### config.mk
export PLATFORM = sky130hd
export DESIGN_NAME = c2dv_mac
export DESIGN_NICKNAME = d
export VERILOG_FILES = /design/src/rtl/core/c2dv_pkg.sv /design/src/rtl/core/c2dv_mac.sv
export SDC_FILE = /design/constraint.sdc
export NUM_CORES = 1
export LEC_CHECK = 0
export ABC_CLOCK_PERIOD_IN_PS = 10300
export BUFFER_PORTS_ARGS = -buffer_cell sky130_fd_sc_hd__buf_2
export CORE_MARGIN = 2
export CORE_UTILIZATION = 50
export DETAILED_ROUTE_END_ITERATION = 10
export HOLD_SLACK_MARGIN = 0.1
export PLACE_DENSITY = 0.72
export SYNTH_ARGS = -nofsm -noshare
export SYNTH_HDL_FRONTEND = slang
export SYNTH_SLANG_ARGS = --single-unit
### constraint.sdc
create_clock -name clk -period 10.3 [get_ports clk]
set_clock_uncertainty 0.05 [all_clocks]
set_input_delay 1.545 -clock clk [delete_from_list [all_inputs] [get_ports clk]]
set_output_delay 1.545 -clock clk [all_outputs]
set_load 0.02 [all_outputs]
### src/rtl/core/c2dv_pkg.sv
package c2dv_pkg;

  localparam int PIX_W  = 16;
  localparam int PROD_W = 32;
  localparam int SUM_W  = 38;
  localparam int ROW_W  = 17;
  localparam int CFG_AW = 2;
  localparam int CFG_DW = 16;

  localparam logic [CFG_AW-1:0] REG_FILTER_SIZE = 2'd0;
  localparam logic [CFG_AW-1:0] REG_OUT_WIDTH   = 2'd1;
  localparam logic [CFG_AW-1:0] REG_OUT_ROWS    = 2'd2;

  localparam logic ACT_LOAD_COEF = 1'b0;
  localparam logic ACT_PIXEL     = 1'b1;

  typedef struct packed {
    logic                    action;
    logic [5:0]              coef_index;
    logic signed [PIX_W-1:0] value;
  } c2dv_in_t;

  typedef struct packed {
    logic signed [SUM_W-1:0] sum;
    logic [15:0]             out_row;
    logic [7:0]              out_col;
    logic                    frame_last;
  } c2dv_out_t;

  typedef struct packed {
    logic [15:0] out_row;
    logic [7:0]  out_col;
    logic        frame_last;
  } c2dv_meta_t;

  typedef struct packed {
    logic vld;
    logic first;
    logic last;
  } c2dv_tap_t;

  typedef enum logic [1:0] {
    ST_IDLE,
    ST_TAPS,
    ST_FLUSH,
    ST_HOLD
  } c2dv_state_t;

endpackage

### src/rtl/core/c2dv_mac.sv
module c2dv_mac (
  input  logic                              clk,
  input  logic                              rst_n,
  input  c2dv_pkg::c2dv_tap_t               tap_i,
  input  logic signed [c2dv_pkg::PIX_W-1:0] pix_i,
  input  logic signed [c2dv_pkg::PIX_W-1:0] coef_i,
  output logic signed [c2dv_pkg::SUM_W-1:0] sum_o,
  output logic                              done_o
);
  import c2dv_pkg::*;

  c2dv_tap_t                s1_r;
  c2dv_tap_t                s2_r;
  logic signed [PROD_W-1:0] prod_r;
  logic signed [SUM_W-1:0]  acc_r;
  logic                     done_r;

  // s1 lines up with the memory read data, s2 with the product
  always_ff @(posedge clk) begin
    if (!rst_n) begin
      s1_r   <= '0;
      s2_r   <= '0;
      done_r <= 1'b0;
    end else begin
      s1_r   <= tap_i;
      s2_r   <= s1_r;
      done_r <= s2_r.vld && s2_r.last;
    end
  end

  always_ff @(posedge clk) begin
    prod_r <= pix_i * coef_i;
    if (s2_r.vld) begin
      acc_r <= s2_r.first ? SUM_W'(prod_r) : acc_r + SUM_W'(prod_r);
    end
  end

  assign sum_o  = acc_r;
  assign done_o = done_r;

endmodule

# Yosys cells after proc, flatten, opt, wreduce, memory -nomap -nowiden
# Cells that the tools add are included.
[word_totals] word_cells=13 out_inout_bits=39 ff_bits=77 in_bits=37
[op_classes] add_sub_neg=1 n_mux=1 mul=1 n_reduce_logical=1
[op_table] cell="$add A38 B32 Y38" count=1
[op_table] cell="$mux W38" count=1
[op_table] cell="$mul A16 B16 Y32" count=1
[op_table] cell="$logic_and A1 B1 Y1" count=1

# Longest topological paths before layout
# Gate-level depths: netlist of the first run.
[logic_depth] ltp_word=2 mapped_depth=23 depth_no_buf=21

# Worst setup path after synthesis of the first run
# No wires, ideal clock.
[synth_timing] path_kind="input port to flip-flop" startpoint="input coef_i[1] (netlist name)" endpoint="register prod_r[28]" arrival_time_ns=6.817 setup_time_ns=0.123 slack_ns=3.310 path_stages=20 n_path_buf=1 path_cell_list="clkbuf_1 > nand2_1 > fa_1 > fa_1 > fa_1 > inv_1 > fa_1 > fa_1 > inv_1 > fa_1 > inv_1 > ha_1 > a211oi_2 > nand2_1 > o22ai_1 > a31oi_4 > a2111o_1 > a31oi_2 > o21bai_1 > xor2_1"
[synth_between] elab_chain_cells=1
[synth_lines] element="start: declaration" line="c2dv_mac.sv:6" rtl="input logic signed [c2dv_pkg::PIX_W-1:0] coef_i,"
[synth_lines] element="$mul A16 B16 Y32" line="c2dv_mac.sv:32" rtl="prod_r <= pix_i * coef_i;"
[synth_lines] element="end signal: assignment" line="c2dv_mac.sv:32"
[synth_lines] element="end: declaration" line="c2dv_mac.sv:14" rtl="logic signed [PROD_W-1:0] prod_r;"
# Every way passes these cells.
# A chain may end at the register's enable or synchronous reset.

# Final worst setup path of the first run
# Same ends and word-level chain as after synthesis.

==> summary.txt, run 1 <==
Logic synthesis
  – Yosys reg bits: a little under 80
  – Sequential fraction of the synthesis area: between 10% and 20%
  – Synthesized cell area: about 0.014 sq mm
  – Number of flops mapped to enable cells by yosys: 38
  – Synth warn: 0
  – Syn Inst Count: 1525
  – Avg Inst Size Synth: 9.265 sq um
  – Syn_nets: between 1500 and 2000
  – Async S/R FF share, synth: 0%
  – Dominant synthesized flop cell: dfxtp_1
  – Yosys cell types: approximately 60

Timing
  – RSZ-0062 raised after global routing: no
  – Relative slew slack: 32.90%
  – Tightest Pin Transition: 1.006 ns
  – F_max: approximately 140 MHz
  – Setup_tns: 0 ns
  – Minimum clock period: around 7 ns
  – Final Max Tran Viols: 0
  – Final period util: just under 70%
  – Setup Viol. Count Final: 0
  – Final Hold Viols: 0

Clock network
  – Worst-Skew Late Latency: approximately 0.34 ns
  – H-tree Lvls: 3
  – Clock Path Buffers: 2
  – Reg clk slew, reported paths: 0.06 ns
  – Resized cells post-CTS: 0
  – Root Driver: clkbuf_16
  – CTS Sinks: 77
  – Post-CTS setup buffer count: 0
  – CTS tree: yes
  – CTS Hold Bufs: 0
  – Num CTS Buffers: 9

Setup path
  – Delay-heaviest family, CP: adder cells
  – Buf/Inv on CP: 4
  – Worst Path Max Fanout: 16
  – CP arrival: just over 7 ns
  – Most frequent CP cell: fa_1
  – Critical path startpoint category: input port
  – Crit end category: flip-flop
  – CP cell instances: buf_2, nand2_1, fa_1, fa_1, fa_1, inv_1, fa_1, fa_1, inv_1, fa_1, inv_1, ha_1, a211oi_2, nand2_1, o22ai_1, a31oi_4, a2111o_1, a31oi_2, o21bai_1, xor2_1
  – CP required: approximately 10 ns
  – Critical-path top delay cell: fa_1
  – CP peak stage delay: between 0.5 and 0.6 ns
  – Setup Crit Path Kind: in -> reg

Placed design
  – # port buffers: between 70 and 80
  – Gpl congestion: slightly below 0.9
  – Detailed Place HPWL: 26.24 mm

Detailed routing
  – First drt pass iteration count: 5
  – DRC: 0
  – Vias: approximately 10000
  – Routed Antenna Nets: 0
  – DRT iter0 DRCs: slightly above 600
  – Drt wl/cell: 16.66 microns
  – Vias per cell: approximately 5.4
  – Drt total wl: ~32 mm

Die
  – Core area: 0.02778 sq mm
  – Starting density of the core: 50.86%
  – Row Count: between 60 and 70
  – Chip height: between 150 and 200 microns
  – Die Width: approximately 170 microns
  – I/O Pins: 76
  – Die Footprint: between 0.02 and 0.03 sq mm

Run status
  – Status: finished, final reports clean

GRT
  – Total track usage: roughly 22%
  – Grt ovf: 0
  – Vias in the first global route: roughly 11000
  – Initial antenna violation count: 0
  – Largest net degree at the start of global routing: between 80 and 90
  – First-pass GRT wire length: 52.61 mm

Layout
  – Ant diodes: 0
  – Area Overhead vs Synth: 6.854%
  – Share of cells above drive strength 1: about 6.7%
  – Layout Nets: about 2000

Hold path
  – Hold Crit Class: reg -> reg

Job
  – Max-Cap Viols: 0
==> Yosys cell counts (18+ instances only) <==
cell type	number	share of area, %
ha_1	119	11
dfxtp_1	39	5.5
edfxtp_1	38	8.1
clkbuf_1	44	1.2
nand2_1	171	4.5
and2_1	135	6.0
inv_1	298	7.9
a21oi_1	56	2.0
xor2_1	20	1.2
nand3_1	19	0.67
xnor2_1	37	2.3
o21ai_1	25	0.89
o21ai_0	31	1.1
a21o_1	18	0.96
fa_1	263	37
nor2_1	50	1.3
==> area by class of cell <==
type	instances	area (sq um)
clock buffers	11	254.0
clock inverters	5	32.53
fillers	2515	12680
inverters	298	1119
multi-input cells	1103	10910
flip-flops and latches	77	1924
well taps	378	473.0
repair buffers	76	382.9
==> logic make-up after synthesis <==
group | Yosys count | synth area share [%]
compound gates | 200 | 9.085
xor+xnor | 57 | 3.533
fa+ha+maj | 382 | 47.80
buf+inv | 345 | 9.165
flops | 77 | 13.60
mux | 4 | 0.2922
simple gates | 460 | 16.52
==> registers in the layout, summed over array words and instances, names as in the netlist <==
| name | count |
|---|---|
| sum_o | 38 |
| prod_r | 32 |
| s1_r | 3 |
| s2_r | 3 |
| done_o | 1 |
==> stage by stage <==
| stage | hold WS, ns | area [sq um] | util [%] | cells | setup WS [ns] |
|---|---|---|---|---|---|
| after detailed placement | 0.3707 | 14810 | 53.31 | 1932 | 2.908 |
| after global placement | 0.3662 | 14810 | 53.31 | 1932 | 3.048 |
| after CTS | 0.3848 | 15100 | 54.35 | 1948 | 3.262 |
| final | 0.3832 | 15100 | 54.35 | 1948 | 3.217 |
| after floorplan | 0.3618 | 14130 | - | 1525 | 3.310 |
| after global routing | 0.4021 | 15100 | 54.35 | 1948 | 2.900 |
==> per-layer routing <==
metal,share of wire [%],global-route usage [%],vias up
met3,6.1,2.907,48
met2,48,37.98,343
met5,0,0,-
li1,-,-,4881
met4,2.7,6.650,0
met1,43,30.48,5168
==> worst reg2reg max path, stage by stage (launching register included) <==
cell and delay [ns]:
edfxtp_1 0.44, ha_1 0.32, a21oi_1 0.18, nor2_1 0.10
nor4_1 0.58, o31ai_2 0.29, a2111oi_0 0.78, o31ai_1 0.23
xnor2_1 0.18, o21ai_1 0.08
==> worst paths after layout <==
check,start,end,slack (ns),cells past startpoint
worst max register to register,sum_o[1],sum_o[25],6.80,9
worst min-delay path,s1_r[1],s2_r[1],0.38,1
worst max-delay path,coef_i[1],prod_r[28],3.22,20
worst min register to register,s1_r[1],s2_r[1],0.38,1
==> cells in the final DEF (no fill, tap or decap), types with 37 or more instances in the layout <==
| cell type | synthesis | routed |
|---|---|---|
| xnor2_1 | 37 | 37 |
| buf_2 | 0 | 75 |
| inv_1 | 298 | 298 |
| a21oi_1 | 56 | 56 |
| nand2_1 | 171 | 171 |
| nor2_1 | 50 | 50 |
| ha_1 | 119 | 119 |
| dfxtp_1 | 39 | 37 |
| edfxtp_1 | 38 | 38 |
| and2_1 | 135 | 135 |
| fa_1 | 263 | 263 |
Power of run 1 is not shown: default switching activity piles up to over one toggle a cycle in this logic, so the estimate is an artifact.
==> inputs of run 2 (changes only) <==
--- a/config.mk
+++ b/config.mk
@@ -5,13 +5,13 @@
 export SDC_FILE = /design/constraint.sdc
 export NUM_CORES = 1
 export LEC_CHECK = 0
-export ABC_CLOCK_PERIOD_IN_PS = 10300
+export ABC_CLOCK_PERIOD_IN_PS = 5900
 export BUFFER_PORTS_ARGS = -buffer_cell sky130_fd_sc_hd__buf_2
 export CORE_MARGIN = 2
 export CORE_UTILIZATION = 50
 export DETAILED_ROUTE_END_ITERATION = 10
 export HOLD_SLACK_MARGIN = 0.1
-export PLACE_DENSITY = 0.72
+export PLACE_DENSITY = 0.75
 export SYNTH_ARGS = -nofsm -noshare
 export SYNTH_HDL_FRONTEND = slang
 export SYNTH_SLANG_ARGS = --single-unit
==> constraint.sdc (replaced) <==
create_clock -name clk -period 5.9 [get_ports clk]
set_clock_uncertainty 0.05 [all_clocks]
set_input_delay 0.885 -clock clk [delete_from_list [all_inputs] [get_ports clk]]
set_output_delay 0.885 -clock clk [all_outputs]
set_load 0.02 [all_outputs]
==> summary.txt, run 2 (same netlist as run 1, synthesis figures left out) <==
GRT
  – Initial antenna violation count: 0 (unchanged)
  – Largest net degree at the start of global routing: 82 (unchanged)
  – Vias in the first global route: 11540 (was 10610)
  – Grt ovf: 0 (unchanged)
  – Total track usage: 23.31% (was 22.49%)
  – First-pass GRT wire length: 55.08 mm (was 52.61 mm)

Placed design
  – # port buffers: 75 (unchanged)
  – Gpl congestion: 0.9364 (was 0.8889)
  – Placed cells: 2065 (was 1932)
  – Detailed Place HPWL: 27.61 mm (was 26.24 mm)

Die
  – I/O Pins: 76 (unchanged)
  – Die Width: 172.1 microns (unchanged)
  – Core area: 0.02778 sq mm (unchanged)
  – Row Count: 61 (unchanged)
  – Die Footprint: 0.02962 sq mm (unchanged)
  – Chip height: 172.1 microns (unchanged)
  – Starting density of the core: 50.86% (unchanged)

Timing
  – Final Hold Viols: 0 (unchanged)
  – Relative slew slack: 32.83% (was 32.90%)
  – Final period util: 100.9%
  – F_max: ~170 MHz
  – Worst Setup Slack, final: -0.05028 ns (was 3.217 ns)
  – Minimum clock period: roughly 6 ns
  – Setup_tns: -0.09091 ns (was 0 ns)
  – Final Max Tran Viols: 0 (unchanged)
  – RSZ-0062 raised after global routing: yes (was no)
  – WHS: 0.3852 ns (was 0.3832 ns)
  – Setup Viol. Count Final: 2 (was 0)
  – Tightest Pin Transition: 1.008 ns (was 1.006 ns)

Layout
  – Reg area: 0.001924 sq mm (unchanged)
  – Layout Nets: 2124 (was 1984)
  – Final core utilization: 60.20% (was 54.35%)
  – Final Non-Filler Cells: 2088 (was 1948)
  – Max reg flops: 38 (unchanged)
  – Most frequent cells in the layout: inv_1 (289), fa_1 (254), nand2_1 (164) (was inv_1 (298), fa_1 (263), nand2_1 (171))
  – Share of cells above drive strength 1: 18.71% (was 6.688%)
  – Ant diodes: 0 (unchanged)
  – Area of the multi-input gates: 0.01131 sq mm (was 0.01091 sq mm)
  – Filler cells: 2339 (was 2515)
  – Area Overhead vs Synth: 18.37% (was 6.854%)
  – Commonest non-fill, non-tap cell in the layout: inv_1 (unchanged)

Clock network
  – Num CTS Buffers: 9 (unchanged)
  – Worst-Skew Late Latency: 0.34 ns (about the same)
  – CTS Sinks: 77 (unchanged)
  – CTS tree: yes (unchanged)
  – Reg clk slew, reported paths: 0.06 ns (about the same)
  – Clock Path Buffers: 2 (unchanged)
  – H-tree Lvls: 3 (unchanged)
  – Root Driver: clkbuf_16 (unchanged)

Setup path
  – Setup Crit Path Kind: in -> reg (unchanged)
  – CP peak stage delay: 0.56 ns (was 0.52 ns)
  – CP required: 6.07 ns (was 10.47 ns)
  – Crit end category: flip-flop (unchanged)
  – CP cell instances: buf_12, and2_4, fa_1, inv_2, fa_1, fa_1, inv_2, fa_1, fa_1, inv_2, fa_1, inv_2, ha_4, a21oi_4, o21ai_4, o41ai_4, nor2_1, a2111o_1, a31oi_2, o21bai_1, xor2_1 (was buf_2, nand2_1, fa_1, fa_1, fa_1, inv_1, fa_1, fa_1, inv_1, fa_1, inv_1, ha_1, a211oi_2, nand2_1, o22ai_1, a31oi_4, a2111o_1, a31oi_2, o21bai_1, xor2_1)
  – Critical path startpoint category: input port (unchanged)
  – CP arrival: 6.12 ns (was 7.25 ns)
  – Most frequent CP cell: fa_1 (unchanged)
  – Worst Path Max Fanout: 8 (was 16)
  – Critical-path top delay cell: fa_1 (unchanged)

Detailed routing
  – Drt total wl: 33.70 mm (was 32.46 mm)
  – Routed Antenna Nets: 0 (unchanged)
  – Drt wl/cell: 16.14 microns (was 16.66 microns)
  – First drt pass iteration count: 5 (unchanged)
  – Vias: 11010 (was 10440)
  – DRT iter0 DRCs: 887 (was 604)
  – DRC: 0 (unchanged)
  – Vias per cell: 5.275 (was 5.359)

Run status
  – Status: finished, violations left (was finished, final reports clean)
  – Failing checks: negative setup slack

Job
  – Max-Cap Viols: 0 (unchanged)

Hold path
  – Hold Crit Class: reg -> reg (unchanged)
run 2: changes by cell type in the layout (fill, tap and decap cells not counted), sizes merged:
| cell | previous run | this run |
|---|---|---|
| clkbuf | 11 | 13 |
| inv | 299 | 302 |
| buf | 76 | 212 |
| clkinvlp | 1 | 0 |
run 2: what timing repair did:
item / CTS / global route
setup endpoints to repair: 4 / 10
gates resized for setup: 47 / 80
hold buffers: 0 / 0
pin swaps: 19 / 38
gates cloned: 0 / 1
setup buffers: 3 / 4
run 2: final cells by class:
cell class,instances,share of cell area (%)
Multi-Input combinational cell,1103,67.62
Tap cell,378,2.828
Clock inverter,7,0.3292
Clock buffer,9,1.347
Sequential cell,77,11.51
Timing Repair Buffer,216,9.681
Inverter,298,6.688
run 2: metrics by stage:
stage / cell area, sq um / worst slack [ns]
detailed placement: 15910 / -0.5425
finish: 16720 / -0.05028
global placement: 15910 / -0.3877
global route: 16720 / -0.1986
floorplan: 14270 / -0.1469
CTS: 16380 / -0.05346
run 2: critical path: cells and delay by family:
| family | cells | cell delay, ns |
|---|---|---|
| AOI/OAI and AO/OA | 6 | 1.23 |
| buffers and inverters | 5 | 0.28 |
| adders and majority gates | 7 | 3.29 |
| and+or+nand+nor | 2 | 0.28 |
| xor gates and xnor gates | 1 | 0.15 |
run 2: final timing paths:
kind	startpoint	cells past startpoint	slack (ns)	end
min	s1_r[0]	1	0.39	s2_r[0]
min reg2reg	s1_r[0]	1	0.39	s2_r[0]
max	coef_i[5]	21	-0.05	prod_r[28]
max reg2reg	sum_o[1]	9	2.41	sum_o[25]
run 2: per-layer routing:
| metal | routed length (microns) | global-route usage, % |
|---|---|---|
| met1 | 15050 | 31.84 |
| met4 | 526 | 5.334 |
| met2 | 16280 | 40.35 |
| met5 | 0 | 0 |
| met3 | 1834 | 2.312 |
Power of run 2 is left out for the same reason.
==> inputs of run 3 (changes only) <==
--- a/config.mk
+++ b/config.mk
@@ -15,3 +15,4 @@
 export SYNTH_ARGS = -nofsm -noshare
 export SYNTH_HDL_FRONTEND = slang
 export SYNTH_SLANG_ARGS = --single-unit
+export TNS_END_PERCENT = 50
==> summary.txt, run 3 (same netlist as run 1, synthesis figures left out) <==
Clock network
  – Num CTS Buffers: 9 (unchanged)
  – CTS tree: yes (unchanged)
  – Worst-Skew Late Latency: 0.34 ns (about the same)
  – CTS Hold Bufs: 0 (unchanged)
  – CTS Sinks: 77 (unchanged)
  – H-tree Lvls: 3 (unchanged)
  – Reg clk slew, reported paths: 0.06 ns (about the same)
  – Root Driver: clkbuf_16 (unchanged)
  – Clock Path Buffers: 2 (unchanged)

Setup path
  – R2R Setup Slk: 2.42 ns (was 2.41 ns)
  – Critical path startpoint category: input port (unchanged)
  – Register-to-Register Path Depth: 9 (unchanged)
  – CP arrival: 6.13 ns (was 6.12 ns)
  – Worst Path Max Fanout: 8 (unchanged)
  – CP required: 6.08 ns (was 6.07 ns)
  – Worst setup path start: coef_i[5] (unchanged)
  – Crit end category: flip-flop (unchanged)
  – Setup Crit Path Kind: in -> reg (unchanged)
  – RR Endpoint: sum_o[25] (unchanged)
  – R2R Path Start: sum_o[1] (unchanged)

Timing
  – RSZ-0062 raised after global routing: yes (unchanged)
  – Relative slew slack: 32.01% (was 32.83%)
  – Setup Viol. Count Final: 2 (unchanged)
  – Final period util: 100.9% (about the same)
  – Minimum clock period: 5.952 ns (was 5.950 ns)
  – F_max: 168.0 MHz (was 168.1 MHz)
  – Final Max Tran Viols: 0 (unchanged)
  – Worst Setup Slack, final: -0.05245 ns (was -0.05028 ns)
  – Tightest Pin Transition: 1.020 ns (was 1.008 ns)
  – Final Hold Viols: 0 (unchanged)

Die
  – Core area: 0.02778 sq mm (unchanged)
  – Row Count: 61 (unchanged)
  – Die Width: 172.1 microns (unchanged)
  – Starting density of the core: 50.86% (unchanged)
  – Chip height: 172.1 microns (unchanged)
  – Die Footprint: 0.02962 sq mm (unchanged)
  – I/O Pins: 76 (unchanged)

Job
  – Max-Cap Viols: 0 (unchanged)

Hold path
  – HP Start: s1_r[0] (unchanged)
  – Hold Crit Class: reg -> reg (unchanged)
  – WHS Endpoint: s2_r[0] (unchanged)
  – Hold path cells: 1 (unchanged)

Layout
  – Layout Nets: 2124 (unchanged)
  – Ant diodes: 0 (unchanged)
  – Most frequent cells in the layout: inv_1 (290), fa_1 (254), nand2_1 (164) (was inv_1 (289), fa_1 (254), nand2_1 (164))
  – Area Overhead vs Synth: 18.13% (was 18.37%)
  – Commonest non-fill, non-tap cell in the layout: inv_1 (unchanged)
  – Share of cells above drive strength 1: 18.42% (was 18.71%)
  – Max reg flops: 38 (unchanged)
  – Final core utilization: 60.08% (was 60.20%)
  – Final Non-Filler Cells: 2088 (unchanged)

GRT
  – Initial antenna violation count: 0 (unchanged)
  – First-pass GRT wire length: 55.08 mm (unchanged)
  – Vias in the first global route: 11540 (unchanged)
  – Largest net degree at the start of global routing: 82 (unchanged)
  – Grt ovf: 0 (unchanged)
  – Total track usage: 23.31% (unchanged)

Run status
  – Failing checks: negative setup slack (unchanged)
  – Status: finished, violations left (unchanged)

Detailed routing
  – First drt pass iteration count: 5 (unchanged)
  – DRT iter0 DRCs: 917 (was 887)
  – Drt total wl: 33.63 mm (was 33.70 mm)
  – DRC: 0 (unchanged)
  – Routed Antenna Nets: 0 (unchanged)
  – Drt wl/cell: 16.10 microns (was 16.14 microns)
  – Vias per cell: 5.260 (was 5.275)
  – Vias: 10980 (was 11010)

Placed design
  – Detailed Place HPWL: 27.61 mm (unchanged)
  – Gpl congestion: 0.9364 (unchanged)
  – # port buffers: 75 (unchanged)
  – Placed cells: 2065 (unchanged)
-- run 3: cell counts in the layout (fill, tap and decap cells not counted) --
No cell type changed its count.
-- run 3: worst max-delay path by stage --
stage / to / slack, ns / depth (start not counted)
final: prod_r[28] / -0.05 / 21
after global routing: prod_r[28] / -0.18 / 21
after CTS: prod_r[31] / -0.05 / 21
after detailed placement: prod_r[31] / -0.54 / 20
after global placement: prod_r[31] / -0.39 / 21
after floorplan: prod_r[28] / -0.15 / 22
-- run 3: repair_timing --
action / 4_1_cts / 5_1_grt
pin swaps: 19 / 37
endpoints found under the setup margin: 4 / 10
cloned: 0 / 1
gates resized for setup: 47 / 71
buffers inserted: 3 / 4
-- run 3: per-layer routing --
layer,track usage [%],vias to the layer above,share of wire [%]
li1,-,5153,-
met1,31.84,5447,45
met2,40.35,341,48
met3,2.312,41,5.7
met4,5.334,0,1.4
met5,0,-,0
-- run 3: per-stage QoR --
step | TNS, ns | worst slack, ns | hold slack (ns) | instance area (sq um)
after floorplan | -0.3868 | -0.1469 | 0.3618 | 14270
after global placement | -2.963 | -0.3877 | 0.3670 | 15910
after detailed placement | -4.730 | -0.5425 | 0.3732 | 15910
after CTS | -0.05346 | -0.05346 | 0.3872 | 16380
after global routing | -0.7499 | -0.1812 | 0.4018 | 16690
final | -0.09120 | -0.05245 | 0.3849 | 16690
-- run 3: area by class of cell --
| type | count | area (sq um) |
|---|---|---|
| multi-input combinational | 1103 | 11280 |
| fill | 2348 | 11090 |
| sequential | 77 | 1924 |
| timing repair buffer | 216 | 1615 |
| inverter | 298 | 1119 |
| tap | 378 | 473.0 |
| clock buffer | 9 | 225.2 |
| clock inverter | 7 | 55.05 |
-- run 3: critical path: stages --
cell,delay [ns]
buf_12,0.11
and2_4,0.15
fa_1,0.55
inv_2,0.04
fa_1,0.47
fa_1,0.56
inv_2,0.04
fa_1,0.49
fa_1,0.51
inv_2,0.04
fa_1,0.49
inv_2,0.05
ha_4,0.22
a21oi_4,0.17
o21ai_4,0.08
o41ai_4,0.31
nor2_1,0.12
a2111o_1,0.35
a31oi_2,0.21
o21bai_1,0.10
xor2_1,0.15
Power of run 3 is left out for the same reason.
